**config.mk**
```make
export PLATFORM = sky130hd
export DESIGN_NAME = large_span_sizing_policy
export DESIGN_NICKNAME = d
export VERILOG_FILES = /design/src/hdl/lssp_pkg.sv /design/src/hdl/lssp_cfg_regs.sv /design/src/hdl/lssp_bin_update.sv /design/src/hdl/large_span_sizing_policy.sv
export SDC_FILE = /design/constraint.sdc
export NUM_CORES = 1
export LEC_CHECK = 0
export BUFFER_PORTS_ARGS = -buffer_cell sky130_fd_sc_hd__buf_4
export CAP_MARGIN = 20
export CORE_UTILIZATION = 55
export CTS_CLUSTER_DIAMETER = 100
export DETAILED_ROUTE_END_ITERATION = 8
export PLACE_DENSITY = 0.73
export SYNTH_ARGS = -nofsm -noshare
export SYNTH_HDL_FRONTEND = slang
export SYNTH_SLANG_ARGS = --single-unit
```
**constraint.sdc**
```tcl
create_clock -name clk -period 16.9 [get_ports clk]
set_input_delay 3.38 -clock clk [delete_from_list [all_inputs] [get_ports clk]]
set_output_delay 3.38 -clock clk [all_outputs]
set_load 0.005 [all_outputs]
```
**src/hdl/lssp_pkg.sv**
```systemverilog
// Shared types, constants and span helper for the large-span sizing policy.
package lssp_pkg;

  localparam int BINS        = 16;
  localparam int SLICE_SHIFT = 16;
  localparam int BIN_W       = (BINS > 1) ? $clog2(BINS) : 1;

  // Field widths fixed by the interface.
  localparam int BIN_IDX_W = 5;
  localparam int BYTES_W   = 21;
  localparam int SLICES_W  = 9;
  localparam int MINB_W    = 5;

  // min_blocks * block_size + overhead + rounding, then >> SLICE_SHIFT.
  localparam int PROD_W = MINB_W + BYTES_W;
  localparam int SUM_W  = 28;
  localparam int NEED_W = SUM_W - SLICE_SHIFT;
  localparam int CMP_W  = (NEED_W > SLICES_W) ? NEED_W : SLICES_W;
  localparam logic [SUM_W-1:0] SLICE_ROUND = SUM_W'((64'd1 << SLICE_SHIFT) - 64'd1);

  localparam logic [2:0] LVL_MAX   = 3'h7;
  localparam logic signed [5:0] PRESS_MIN = -6'sd8;
  localparam logic signed [5:0] PRESS_MAX = 6'sd7;

  typedef enum logic {
    OP_FILL    = 1'b0,
    OP_REQUEST = 1'b1
  } op_t;

  typedef enum logic [2:0] {
    REG_SPAN_ENABLED   = 3'd0,
    REG_GROW_REQUESTS  = 3'd1,
    REG_DECAY_REQUESTS = 3'd2,
    REG_GROW_SHIFT     = 3'd3,
    REG_COMPACT_SLICES = 3'd4,
    REG_FULL_SLICES    = 3'd5,
    REG_MIN_BLOCKS     = 3'd6
  } reg_idx_t;

  typedef struct packed {
    logic                span_enabled;
    logic [2:0]          grow_requests;
    logic [3:0]          decay_requests;
    logic [2:0]          grow_shift;
    logic [SLICES_W-1:0] compact_slices;
    logic [SLICES_W-1:0] full_slices;
    logic [MINB_W-1:0]   min_blocks;
  } cfg_t;

  // One table byte: pressure (two's complement) / filled mark / level.
  typedef struct packed {
    logic [3:0] pressure;
    logic       mark;
    logic [2:0] level;
  } bin_entry_t;

  // Level span; sat means it exceeds anything a 9-bit full span can hold.
  typedef struct packed {
    logic                sat;
    logic [SLICES_W-1:0] val;
  } span_t;

  typedef struct packed {
    logic                we;
    bin_entry_t          entry;
    logic                has_result;
    logic [SLICES_W-1:0] span;
  } upd_t;

  function automatic span_t level_span(input logic [SLICES_W-1:0] compact,
                                       input logic [2:0] level,
                                       input logic [2:0] shift);
    logic [5:0]            s;
    logic [2*SLICES_W-1:0] wide;
    span_t                 r;
    s    = 6'(level) * 6'(shift);
    wide = {{SLICES_W{1'b0}}, compact} << s[3:0];
    if (s >= 6'(SLICES_W)) begin
      r.sat = |compact;
      r.val = '0;
    end else begin
      r.sat = |wide[2*SLICES_W-1:SLICES_W];
      r.val = wide[SLICES_W-1:0];
    end
    return r;
  endfunction

endpackage

```
**src/hdl/lssp_cfg_regs.sv**
```systemverilog
// Configuration register file of the sizing policy.
module lssp_cfg_regs
  import lssp_pkg::*;
(
  input  logic                clk,
  input  logic                rst_n,
  input  logic                wr_en,
  input  reg_idx_t            wr_index,
  input  logic [SLICES_W-1:0] wr_data,
  output cfg_t                cfg
);

  cfg_t cfg_r;
  cfg_t cfg_nxt;

  always_comb begin
    cfg_nxt = cfg_r;
    if (wr_en) begin
      case (wr_index)
        REG_SPAN_ENABLED:   cfg_nxt.span_enabled   = wr_data[0];
        REG_GROW_REQUESTS:  cfg_nxt.grow_requests  = wr_data[2:0];
        REG_DECAY_REQUESTS: cfg_nxt.decay_requests = wr_data[3:0];
        REG_GROW_SHIFT:     cfg_nxt.grow_shift     = wr_data[2:0];
        REG_COMPACT_SLICES: cfg_nxt.compact_slices = wr_data;
        REG_FULL_SLICES:    cfg_nxt.full_slices    = wr_data;
        REG_MIN_BLOCKS:     cfg_nxt.min_blocks     = wr_data[MINB_W-1:0];
        default:            cfg_nxt = cfg_r;
      endcase
    end
  end

  always_ff @(posedge clk) begin
    if (!rst_n) begin
      cfg_r.span_enabled   <= 1'b1;
      cfg_r.grow_requests  <= 3'd2;
      cfg_r.decay_requests <= 4'd2;
      cfg_r.grow_shift     <= 3'd1;
      cfg_r.compact_slices <= 9'd16;
      cfg_r.full_slices    <= 9'd64;
      cfg_r.min_blocks     <= 5'd2;
    end else begin
      cfg_r <= cfg_nxt;
    end
  end

  assign cfg = cfg_r;

endmodule

```
**src/hdl/lssp_bin_update.sv**
```systemverilog
// Per-request bin accounting and span computation (combinational).
module lssp_bin_update
  import lssp_pkg::*;
(
  input  cfg_t               cfg,
  input  op_t                op,
  input  logic               in_range,
  input  bin_entry_t         cur,
  input  logic [BYTES_W-1:0] blk_bytes,
  input  logic [BYTES_W-1:0] overhead,
  output upd_t               upd
);

  logic              sized;
  logic signed [5:0] p;
  logic signed [5:0] grow_lim;
  logic signed [5:0] neg_dec;
  logic [2:0]        lvl;
  span_t             cur_span;
  span_t             new_span;
  logic [PROD_W-1:0] prod;
  logic [SUM_W-1:0]  sum;
  logic [NEED_W-1:0] need;
  logic [CMP_W-1:0]  biggest;
  logic [SLICES_W-1:0] slices;

  assign sized = (cfg.compact_slices < cfg.full_slices) && cfg.span_enabled && in_range;
  assign grow_lim = $signed({3'b000, cfg.grow_requests});
  assign neg_dec  = 6'sd0 - $signed({2'b00, cfg.decay_requests});
  assign cur_span = level_span(cfg.compact_slices, cur.level, cfg.grow_shift);

  // pressure / level stepping
  always_comb begin
    p   = $signed({{2{cur.pressure[3]}}, cur.pressure});
    lvl = cur.level;
    if (cur.mark) begin
      p = p + 6'sd1;
      if (p >= grow_lim) begin
        if (lvl != LVL_MAX && !cur_span.sat && cur_span.val < cfg.full_slices) begin
          lvl = lvl + 3'd1;
        end
        p = 6'sd0;
      end
    end else if (lvl != 3'd0) begin
      p = p - 6'sd1;
      if (p <= neg_dec) begin
        lvl = lvl - 3'd1;
        p   = 6'sd0;
      end
    end else if (p > 6'sd0) begin
      p = p - 6'sd1;
    end
    if (p < PRESS_MIN) p = PRESS_MIN;
    if (p > PRESS_MAX) p = PRESS_MAX;
  end

  assign new_span = level_span(cfg.compact_slices, lvl, cfg.grow_shift);

  // bytes needed, rounded up to slices
  assign prod = PROD_W'(cfg.min_blocks) * PROD_W'(blk_bytes);
  assign sum  = SUM_W'(prod) + SUM_W'(overhead) + SLICE_ROUND;
  assign need = sum[SUM_W-1:SLICE_SHIFT];

  always_comb begin
    biggest = (CMP_W'(new_span.val) > CMP_W'(need)) ? CMP_W'(new_span.val) : CMP_W'(need);
    if (new_span.sat || biggest > CMP_W'(cfg.full_slices)) begin
      slices = cfg.full_slices;
    end else begin
      slices = biggest[SLICES_W-1:0];
    end
  end

  always_comb begin
    upd = '0;
    case (op)
      OP_FILL: begin
        upd.we         = in_range;
        upd.entry      = cur;
        upd.entry.mark = 1'b1;
        upd.has_result = 1'b0;
        upd.span       = cfg.full_slices;
      end
      OP_REQUEST: begin
        upd.we             = sized;
        upd.entry.pressure = p[3:0];
        upd.entry.mark     = 1'b0;
        upd.entry.level    = lvl;
        upd.has_result     = 1'b1;
        upd.span           = sized ? slices : cfg.full_slices;
      end
      default: upd = '0;
    endcase
  end

endmodule

```
**src/hdl/large_span_sizing_policy.sv**
```systemverilog
// Top level of the large-span sizing policy: input stage, bin table, result stage.
//
// Sizes the page span for large allocation bins from per-bin demand history.
// Each request on the input stream is either a page-filled event (tuser = 0)
// or a page request (tuser = 1) for bin in_tdata[4:0]. Fill events set the
// bin's filled mark and return nothing; every page request returns exactly one
// span, in slices, on the output stream, in request order. Bins at or above
// BINS are treated as non-large: fills are ignored and requests get
// full_slices. Throughput is one request per clock when the output is not
// backpressured: a request is registered at the input, then the bin-table
// read-modify-write and span arithmetic (one 5x21 multiply, two small
// shifters, compares) complete into the output register, which drives
// out_tvalid and out_tdata. The table is a 16-entry flop array, updated
// together with the output register, so back-to-back requests to one bin
// see each other with no bubble.
// Backpressure on the output stalls the input only when both stages are full.
// Configuration writes are taken any cycle out of reset and must only be
// issued while the block is idle; the table is cleared by reset.
module large_span_sizing_policy
  import lssp_pkg::*;
(
  input  logic        clk,
  input  logic        rst_n,
  // input stream
  input  logic        in_tvalid,
  output logic        in_tready,
  input  logic [47:0] in_tdata,   // bin_index[4:0], blk_bytes[25:5], overhead[46:26], 0
  input  logic        in_tuser,   // opcode: 0 fill, 1 request
  // result stream
  output logic        out_tvalid,
  input  logic        out_tready,
  output logic [15:0] out_tdata,  // span_slices[8:0], 0
  // configuration writes
  input  logic        cfg_valid,
  output logic        cfg_ready,
  input  logic [2:0]  cfg_index,
  input  logic [8:0]  cfg_data
);

  cfg_t cfg;

  // input stage
  logic                 s1_v_r;
  op_t                  s1_op_r;
  logic [BIN_IDX_W-1:0] s1_bin_r;
  logic [BYTES_W-1:0]   s1_bsize_r;
  logic [BYTES_W-1:0]   s1_ovh_r;

  // bin table
  bin_entry_t tbl_r [BINS];

  // result stage
  logic                out_v_r;
  logic [SLICES_W-1:0] span_r;

  logic       adv;
  logic       in_acc;
  logic       in_range;
  logic [BIN_W-1:0] idx;
  bin_entry_t cur;
  upd_t       upd;

  assign cfg_ready = rst_n;

  lssp_cfg_regs u_cfg (
    .clk      (clk),
    .rst_n    (rst_n),
    .wr_en    (cfg_valid && cfg_ready),
    .wr_index (reg_idx_t'(cfg_index)),
    .wr_data  (cfg_data),
    .cfg      (cfg)
  );

  // Input stage moves on whenever the result register is free or draining.
  assign adv       = s1_v_r && (!out_v_r || out_tready);
  assign in_tready = rst_n && (!s1_v_r || adv);
  assign in_acc    = in_tvalid && in_tready;

  assign in_range = 32'(s1_bin_r) < BINS;
  assign idx      = BIN_W'(s1_bin_r);
  assign cur      = in_range ? tbl_r[idx] : '0;

  lssp_bin_update u_upd (
    .cfg        (cfg),
    .op         (s1_op_r),
    .in_range   (in_range),
    .cur        (cur),
    .blk_bytes  (s1_bsize_r),
    .overhead   (s1_ovh_r),
    .upd        (upd)
  );

  // control and table
  always_ff @(posedge clk) begin
    if (!rst_n) begin
      s1_v_r  <= 1'b0;
      out_v_r <= 1'b0;
      for (int i = 0; i < BINS; i++) begin
        tbl_r[i] <= '0;
      end
    end else begin
      if (in_acc) begin
        s1_v_r <= 1'b1;
      end else if (adv) begin
        s1_v_r <= 1'b0;
      end
      if (adv) begin
        out_v_r <= upd.has_result;
      end else if (out_tready) begin
        out_v_r <= 1'b0;
      end
      if (adv && upd.we) begin
        tbl_r[idx] <= upd.entry;
      end
    end
  end

  // payload
  always_ff @(posedge clk) begin
    if (in_acc) begin
      s1_op_r    <= op_t'(in_tuser);
      s1_bin_r   <= in_tdata[4:0];
      s1_bsize_r <= in_tdata[25:5];
      s1_ovh_r   <= in_tdata[46:26];
    end
    if (adv && upd.has_result) begin
      span_r <= upd.span;
    end
  end

  assign out_tvalid = out_v_r;
  assign out_tdata  = {7'd0, span_r};

endmodule

```
== Word-level counts from Yosys, hierarchy flattened ==
Memories as Yosys holds them, arrays and structs flattened. A register that Yosys moved wholly into a read port is not among the register bits.
Cells that the tools add are included.
Storage, ports and cells
  bits in registers: 93
  RAM bits: 128
  output and inout bits: 19
  logic and storage cells: 109
  memories: 1
Cells by class
  add/sub/neg operators: 7
  multiply operators: 3
  $lt $le $gt $ge: 12
  eq/ne operators: 7
  shift-type cells: 2
  mux-type cells: 31
  bitwise gates (word level): 1
  reductions and logical operators: 31
Memory list
  tbl_r: depth 16, width 8, rd ports 1, clocked after Yosys merged registers in 1, write ports 16, line large_span_sizing_policy.sv:50  | bin_entry_t tbl_r [BINS];
Operators by type and width (count)
  $pmux 19 s2: 1
  $mux 6: 6
  $shl 9x4->18: 2
  $add 28x16->28 const B: 1
  $add 26x21->27: 1
  $reduce_or 9->1: 3
  $mul 5x21->26: 1
  $mux 10: 2
  $lt 9x9->1: 2
  $mux 9: 2
  $mux 8: 2
  $mux 3: 5
  $reduce_and 2->1: 7
  $ge 6x4->1 const B: 2
  $gt 12x9->1: 1
  $gt 9x12->1: 1
  $mul 3x3->6: 2
  $mux 12: 1
  $mux 4: 3
  $logic_and 1x1->1: 10
  $eq 3x3->1 const B: 3
  $mux 1: 9
  $reduce_or 8->1: 1
  $eq 3x2->1 const B: 2
  19 further kinds: 24

== Longest topological paths before layout ==
Gate-level depths: netlist of the first run.
  word-level depth: 29
  mapped depth: 72

== Hierarchy ==
A second synthesis of the first run with hierarchy kept.
Second synthesis, totals
  cells, all modules: 1585
  area total of the unflattened synthesis: 16955.0 um2
By module, submodules not included
  large_span_sizing_policy: instances 1, cells an instance 524, area an instance 8172.8 um2, sequential area each 5675.4 um2
  lssp_bin_update: instances 1, cells an instance 931, area an instance 7422.1 um2, sequential area each 0.0 um2
  lssp_cfg_regs: instances 1, cells an instance 130, area an instance 1360.1 um2, sequential area each 680.7 um2

== Least setup slack after synthesis of the first run ==
No wires, ideal clock.
  path kind: flip-flop to flip-flop
  start point: register (tool-made name)
  end point: register span_r[0], data pin
  arrival: 12.784 ns
  required time: 16.640 ns
  slack: 3.856 ns
  cell stages (with the launch flop): 69
  path buffers: 6
  cell sequence: dfxtp_1 > buf_2 > buf_1 > clkbuf_1 > mux4_2 > nor2b_1 > a211oi_1 > a211oi_1 > nand2_1 > fa_1 > inv_1 > ha_1 > fa_1 > or3_1 > clkbuf_1 > a2111oi_0 > ha_1 > a211oi_1 > (+33 left out) > clkbuf_1 > mux2i_1 > ha_1 > nor2b_1 > o21a_1 > o21a_1 > o21ai_0 > nand2b_1 > a21oi_1 > nor2b_1 > o21ai_0 > nand2b_1 > a21oi_1 > a41oi_1 > nor4b_1 > o2111ai_1 > buf_6 > mux2_4
RTL lines
  end signal, assigned: line large_span_sizing_policy.sv:127  | span_r <= upd.span;
  end, declared: line large_span_sizing_policy.sv:54  | logic [SLICES_W-1:0] span_r;

==> flow_metrics.tcl, run 1 <==
set metrics [dict create \
    switching_share 0.306 \
    peakVddDrop_uv 91.0 \
    cp-start-kind "register" \
    period_share 0.874 \
    grt_pass1_vias 12102 \
    cts-buffers-inserted 26 \
    start_util 0.560 \
    postCtsHoldBufs 0 \
    area_growth_pct 11.0 \
    gp_congestion 0.916 \
    hpwlAfterDp_mm 27.5 \
    setup_tns_ps 0 \
    drtAntennaViolNets 0 \
    skew_ps 14.1 \
    pwr_density_cell_nw_per_um2 97.7 \
    synth_adder_area_share 0.178 \
    synth_simple_gate_area_share 0.176 \
    status "complete, no violations" \
    ios 85 \
    path_clk_slew_ps 60 \
    timing.hold.ws_ps 484 \
    num_vias 11567 \
    syn_area_um2 16100 \
    final_cell_mix "nor2_1 (192), edfxtp_1 (185), nand2_1 (183)" \
    end_kind "register" \
    drc_errors 0 \
    critPathTopFamily "compound AO/OA/AOI/OAI gates" \
    fill_cells 2356 \
    grt_max_degree 49 \
    hp-class "reg -> reg" \
    synth_ff_type "edfxtp_1" \
    diodes 0 \
    p_comb_frac 0.288 \
    async_reset_ff_frac 0 \
    ff2ff_setup_slack_ps 2130 \
    p_int_uw 1210 \
    drt-initial-drc-count 883 \
    die_h_um 173 \
    cts_root_buf "clkbuf_16" \
    grt_pass1_wl_mm 62.7 \
    max_stage_delay_ps 970 \
    clockBufferDepth 3 \
    critPathMaxFanout 18 \
    coreArea_um2 28700 \
    setup_violations 0 \
    seq_power_share 0.365 \
    drv_cap 0 \
    layout_commonest_cell "nor2_1" \
    clkPwrFrac 0.347 \
    cp.arrival_ps 15060 \
    synth_edf_count 185 \
    clock-sinks 225 \
    syn_avg_cell_area_um2 10.5 \
    relSlewSlack 0.280 \
    routed_via_density 5.84 \
    overflow 0 \
    cts_tree "built" \
    power.total_uw 1740 \
    synth_xor_area_frac 0.0174 \
    cp.required_ps 17190 \
    num-nets-final 1823 \
    ys_seq_area_frac 0.396 \
    crit_slowest_cell "dfxtp_1" \
    rsz0062_at_grt "false" \
    layout_min_cycle_time_ps 14770 \
    drive_above_1_share 0.126 \
    ys_types 76 \
    path_class "reg -> reg" \
    leakage_uw 0.00751 \
    die-area_um2 29900 \
    htree_levels 1 \
    antenna_found_initial 0 \
    slew_violations 0 \
    routed_wl_mm 37.8 \
    drt-pass1-iter-count 6 \
    critPathBufInv 4 \
    dieWidth_um 173 \
    ys_warn_count 0 \
    multi_input_area_um2 8970 \
    grt_util_all_layers 0.263 \
    synth_compound_area_frac 0.0805 \
    hold_viol 0 \
    syn_inst 1529 \
    muxShareOfSynthArea 0.104 \
    cts_setup_buffers 0 \
    routedWlPerCell_um 19.1 \
    synth_top_family_by_area "adder cells" \
    synth_seq_cells 225 \
    switching_power_uw 534 \
    row_count 62 \
    fmax_mhz 67.7 \
    max_slew.worst_pin.slew_ps 1080 \
    cts.repair.resized 0 \
    seq_area_um2 6360 \
    port_buffers 76 \
    clk_latency_ps 550 \
]
[registers in the layout (all words and copies together) (netlist names), named ones only]
name and flops:
u_cfg.cfg 34, out_tvalid 1, s1_v_r 1, span_r 9, s1_bin_r 5, s1_ovh_r 21
s1_bsize_r 21, tbl_r 128, s1_op_r 1
[power groups by stage]
stage | registers, µW | clock network [µW] | logic (µW)
after CTS | 635 | 614 | 500
after detailed placement | 647 | 0 | 494
final | 635 | 605 | 502
after global placement | 646 | 0 | 487
after global routing | 638 | 635 | 557
after floorplan | 637 | 0 | 384
[cell families after synthesis]
kind of cell	after synthesis
other cells	1
compound gates	195
flops	225
xor+xnor	32
simple gates	598
buf+inv	177
mux	122
fa+ha+maj	179
[routing by layer]
| layer | vias up | routed length, µm | global-route usage |
|---|---|---|---|
| met2 | 404 | 18200 | 0.443 |
| met5 | - | 0 | 0 |
| met4 | 0 | 1150 | 0.0881 |
| li1 | 5437 | - | - |
| met3 | 73 | 2560 | 0.0427 |
| met1 | 5653 | 16000 | 0.347 |
[final timing paths]
| kind | start | end | cells after the start |
|---|---|---|---|
| max | register | span_r[0] | 63 |
| min | u_cfg.cfg[33] | u_cfg.cfg[33] | 2 |
| max reg2reg | register | span_r[0] | 63 |
| min reg2reg | u_cfg.cfg[33] | u_cfg.cfg[33] | 2 |
[final cells by class]
class	count	area share
multi-input combinational	1133	0.503
clock buffer	39	0.0467
sequential	225	0.356
inverter	98	0.0206
timing repair buffer	94	0.0394
clock inverter	9	0.00681
tap	384	0.0269
[tightest hold or removal path, delay by kind of cell, from the launching register on]
kind | cells | cell delay, ps
AND/OR/NAND/NOR | 1 | 60
multiplexers | 1 | 70
flip-flops | 1 | 320
[stage by stage]
stage	cell area, µm²	util	setup slack, ps	cells
after detailed placement	16900	0.588	2000	1932
after floorplan	16100	-	3860	1535
after global routing	17800	0.621	988	1982
final	17800	0.621	2130	1982
after global placement	16900	0.588	2100	1932
after CTS	17800	0.621	1860	1980
[synthesized netlist by cell type, types with 17 or more instances]
library cell,n,share of area
fa_1,82,0.10
nand3_1,20,0.0062
nor2b_1,46,0.018
nand2b_1,17,0.0066
xnor2_1,17,0.0093
edfxtp_1,185,0.35
dfxtp_1,40,0.050
clkbuf_1,53,0.012
nand2_1,183,0.043
ha_1,97,0.076
o21ai_0,33,0.010
mux4_2,34,0.048
nor2_1,192,0.045
and2_1,61,0.024
mux2i_1,73,0.045
inv_1,96,0.022
a21oi_1,59,0.018
No activity file was read; power rests on OpenSTA's default activity.
==> inputs of run 2 (changes only) <==
Settings changed: CORE_UTILIZATION 55 to 35, PLACE_DENSITY 0.73 to unset.
Clock period 16.9 ns to 16.2 ns, I/O delays scaled along.
==> run 2 against run 1 <==
Via count shrank 1.5%. Clock skew rose by 3.6 ps. Maximum frequency is 1.2% lower. Sequential power up 4.6%. Worst setup slack worse by 880 ps. Critical path type unchanged.
==> flow_metrics.tcl, run 2 (synthesis gave the netlist of run 1 again) <==
set metrics [dict create \
    max_slew.worst_pin.slew_ps 924 \
    drv_cap 0 \
    htree_levels 1 \
    routed_via_density 5.18 \
    clockBufferDepth 3 \
    status "complete, no violations" \
    cp.arrival_ps 15250 \
    clk_latency_ps 560 \
    cts_tree "built" \
    path_class "reg -> reg" \
    hpwlAfterDp_mm 29.3 \
    hold_viol 0 \
    coreArea_um2 45300 \
    fin_util 0.399 \
    layout_min_cycle_time_ps 14940 \
    critPathMaxFanout 21 \
    period_share 0.922 \
    cts_root_buf "clkbuf_16" \
    grt_pass1_vias 11502 \
    postCtsHoldBufs 0 \
    area_growth_pct 12.4 \
    critical_path.most_common_cell "a21oi_1" \
    drive_above_1_share 0.125 \
    final_cell_mix "nor2_1 (192), edfxtp_1 (185), nand2_1 (183)" \
    setup_tns_ps 0 \
    grt_pass1_wl_mm 63.4 \
    grt_max_degree 57 \
    num-nets-final 1827 \
    drtAntennaViolNets 0 \
    setup_violations 0 \
    ios 85 \
    grt_util_all_layers 0.171 \
    end_kind "register" \
    skew_ps 17.7 \
    dr_wl_met2_mm 19.6 \
    gp_congestion 0.893 \
    start_util 0.355 \
    clock-sinks 225 \
    relSlewSlack 0.384 \
    die-area_um2 46800 \
    row_count 78 \
    drt-pass1-iter-count 5 \
    drc_errors 0 \
    largest-register "tbl_r" \
    layout_commonest_cell "nor2_1" \
    wl_met3_mm 1.63 \
    pwr_density_cell_nw_per_um2 97.8 \
    max_stage_delay_ps 820 \
    routed_wl_mm 39.7 \
    critPathBufInv 4 \
    slew_violations 0 \
    path_clk_slew_ps 60 \
    num_vias 11398 \
    cts-buffers-inserted 26 \
    dieWidth_um 216 \
    cts_setup_buffers 0 \
    die_h_um 216 \
    hp-class "reg -> reg" \
    cp-start-kind "register" \
    largest_reg_flops 128 \
    rsz0062_at_grt "false" \
    leakage_uw 0.00748 \
    fmax_mhz 66.9 \
    peakVddDrop_uv 72.9 \
    cts.repair.resized 0 \
    routed.top_layer "met4" \
    antenna_found_initial 0 \
    routedWlPerCell_um 18.1 \
    crit_slowest_cell "dfxtp_2" \
    drt-initial-drc-count 739 \
    critPathTopFamily "compound AO/OA/AOI/OAI gates" \
    port_buffers 76 \
    diodes 0 \
    overflow 0 \
    met1_length_mm 17.9 \
    cp.required_ps 16510 \
]
==> run 2: cell types whose count changed in the layout (fill, tap and decap cells not counted), moves of 2 or more <==
cell | previous run | this run
clkinv_2 | 1 | 3
buf_4 | 93 | 96
clkbuf_1 | 3 | 6
clkbuf_8 | 7 | 0
clkinv_1 | 3 | 6
==> run 2: through the flow <==
step	cells	total power (µW)	area, µm²	worst slack (ps)	hold WS (ps)
floorplan	1535	1070	16100	3160	442
global placement	2151	1180	17200	1440	496
detailed placement	2151	1190	17200	1170	509
CTS	2199	1780	18000	1120	526
global route	2202	1860	18100	152	553
finish	2202	1770	18100	1260	518
==> run 2: worst reg2reg max path: cells and delay by family (launching register included) <==
kind	cells	cell delay, ps
compound gates	24	4760
fa+ha+maj	9	3220
buf+inv	4	610
flops	1	820
mux	4	1000
simple gates	22	4290
==> run 2: cell type report <==
type / instances / area, µm²
fillers: 4374 / 27200
multi-input cells: 1133 / 8970
well taps: 600 / 751
clock inverters: 14 / 125
flip-flops and latches: 225 / 6360
clock buffers: 34 / 723
repair buffers: 98 / 752
inverters: 98 / 368
==> run 2: metal layers <==
layer / vias to the layer above / GRT usage
li1: 5433 / -
met4: 0 / 0.0350
met1: 5683 / 0.229
met2: 245 / 0.298
met5: - / 0
met3: 37 / 0.0199
==> run 2: path summary, 6_finish.rpt <==
check                startpoint            end  slack (ps)  cells past startpoint
hold / removal    u_cfg.cfg[32]  u_cfg.cfg[32]         520                      2
hold reg to reg   u_cfg.cfg[32]  u_cfg.cfg[32]         520                      2
setup reg to reg       register      span_r[0]        1260                     63
setup / recovery       register      span_r[0]        1260                     63
==> run 2: power by group <==
part           total, µW  switching [µW]  internal [µW]  leakage (µW)
logic                526             301            225       0.00489
clock network        576             243            333      0.000409
registers            664            16.9            647       0.00219
==> inputs of run 3 (changes only) <==
Settings changed: BUFFER_PORTS_ARGS -buffer_cell sky130_fd_sc_hd__buf_4 to -buffer_cell sky130_fd_sc_hd__buf_2.
==> run 3 against run 2 <==
Via count grew 0.27%. Critical path depth grew 1. Clock power is essentially flat. Combinational power shrank 1%. Largest cell class unchanged. Critical path type unchanged. Total power shrank 0.35%.
==> flow_metrics.tcl, run 3 (synthesis gave the netlist of run 1 again) <==
set metrics [dict create \
    status "complete, no violations" \
    dieWidth_um 216 \
    cts_tree "built" \
    area_growth_pct 11.1 \
    holdCritStartpoint "u_cfg.cfg[31]" \
    switching_power_uw 571 \
    slew_violations 0 \
    place_inst 2152 \
    seq_power_share 0.376 \
    switching_share 0.324 \
    row_count 78 \
    skew_ps 18.2 \
    ios 85 \
    drtAntennaViolNets 0 \
    drive_above_1_share 0.128 \
    die-area_um2 46800 \
    max_stage_delay_ps 900 \
    routed_wl_mm 39.3 \
    hold_end "u_cfg.cfg[31]" \
    clock-sinks 225 \
    cp-start-kind "register" \
    cts-buffers-inserted 27 \
    critPathTopFamily "compound AO/OA/AOI/OAI gates" \
    fin_util 0.394 \
    layout_commonest_cell "nor2_1" \
    hpwlAfterDp_mm 29.0 \
    path_clk_slew_ps 60 \
    die_h_um 216 \
    rsz0062_at_grt "false" \
    cp.arrival_ps 15060 \
    layout_min_cycle_time_ps 14750 \
    critPathMaxFanout 16 \
    final_cells 2204 \
    leakage_uw 0.00742 \
    grt_pass1_vias 11505 \
    grt_max_degree 56 \
    grt_pass1_wl_mm 63.0 \
    cts_setup_buffers 0 \
    cts_root_buf "clkbuf_16" \
    clkPwrFrac 0.329 \
    gp_congestion 0.889 \
    drt-initial-drc-count 833 \
    cts.repair.resized 0 \
    setup_violations 0 \
    diodes 0 \
    min_path_cells 2 \
    final_cell_mix "nor2_1 (192), edfxtp_1 (185), nand2_1 (183)" \
    largest-register "tbl_r" \
    hp-class "reg -> reg" \
    coreArea_um2 45300 \
    cp.required_ps 16510 \
    drt-pass1-iter-count 5 \
    setup_tns_ps 0 \
    period_share 0.910 \
    grt_util_all_layers 0.171 \
    antenna_found_initial 0 \
    drc_errors 0 \
    critPathBufInv 5 \
    overflow 0 \
    path_class "reg -> reg" \
    postCtsHoldBufs 0 \
    fmax_mhz 67.8 \
    relSlewSlack 0.226 \
    end_kind "register" \
    routedWlPerCell_um 17.8 \
    rr_endpoint "span_r[0]" \
    ff2ff_setup_slack_ps 1450 \
    clockBufferDepth 3 \
    pwr_density_cell_nw_per_um2 98.6 \
    crit_slowest_cell "dfxtp_1" \
    max_slew.worst_pin.slew_ps 1160 \
    num-nets-final 1828 \
    p_int_uw 1190 \
    routed_via_density 5.19 \
    largest_reg_flops 128 \
    num_vias 11429 \
    start_util 0.355 \
    power.total_uw 1760 \
    peakVddDrop_uv 72.5 \
    reg2reg_depth 64 \
    hold_viol 0 \
    drv_cap 0 \
    p_comb_frac 0.295 \
    clk_latency_ps 570 \
    timing.hold.ws_ps 517 \
    port_buffers 76 \
    htree_levels 1 \
]
==> run 3: worst max-delay path by stage <==
stage                            to  slack, ps  depth (start not counted)
after floorplan           span_r[0]       3160                         68
after global routing      span_r[0]         60                         63
final                     span_r[0]       1450                         64
after global placement    span_r[0]       1470                         64
after detailed placement  span_r[0]       1230                         64
after CTS                 span_r[0]       1190                         64
==> run 3: layout make-up <==
type	instances	area, µm²
clock inverters	14	108
fillers	4441	27400
inverters	98	368
well taps	600	751
flip-flops and latches	225	6360
clock buffers	36	731
repair buffers	98	558
multi-input cells	1133	8980
==> run 3: worst min-delay path, stage by stage (launching register included) <==
cell and delay [ps]:
dfxtp_1 300, inv_1 70, o211ai_1 90
==> run 3: metrics by stage <==
step | setup slack, ps | instance area (µm²)
after floorplan | 3160 | 16100
after global placement | 1470 | 17000
after detailed placement | 1230 | 17000
after CTS | 1190 | 17800
after global routing | 64.7 | 17900
final | 1450 | 17900
==> run 3: layer usage <==
layer / routed length [µm] / track usage / share of wire
met5: 0 / 0 / 0
met4: 1040 / 0.0479 / 0.026
met3: 2210 / 0.0284 / 0.056
met2: 18500 / 0.287 / 0.47
met1: 17500 / 0.227 / 0.45
==> run 3: power groups by stage <==
stage	Combinational [µW]	Clock [µW]	Sequential, µW
final	519	579	661
after global routing	582	612	664
after CTS	517	592	662
after detailed placement	513	0	674
after global placement	503	0	673
after floorplan	400	0	665
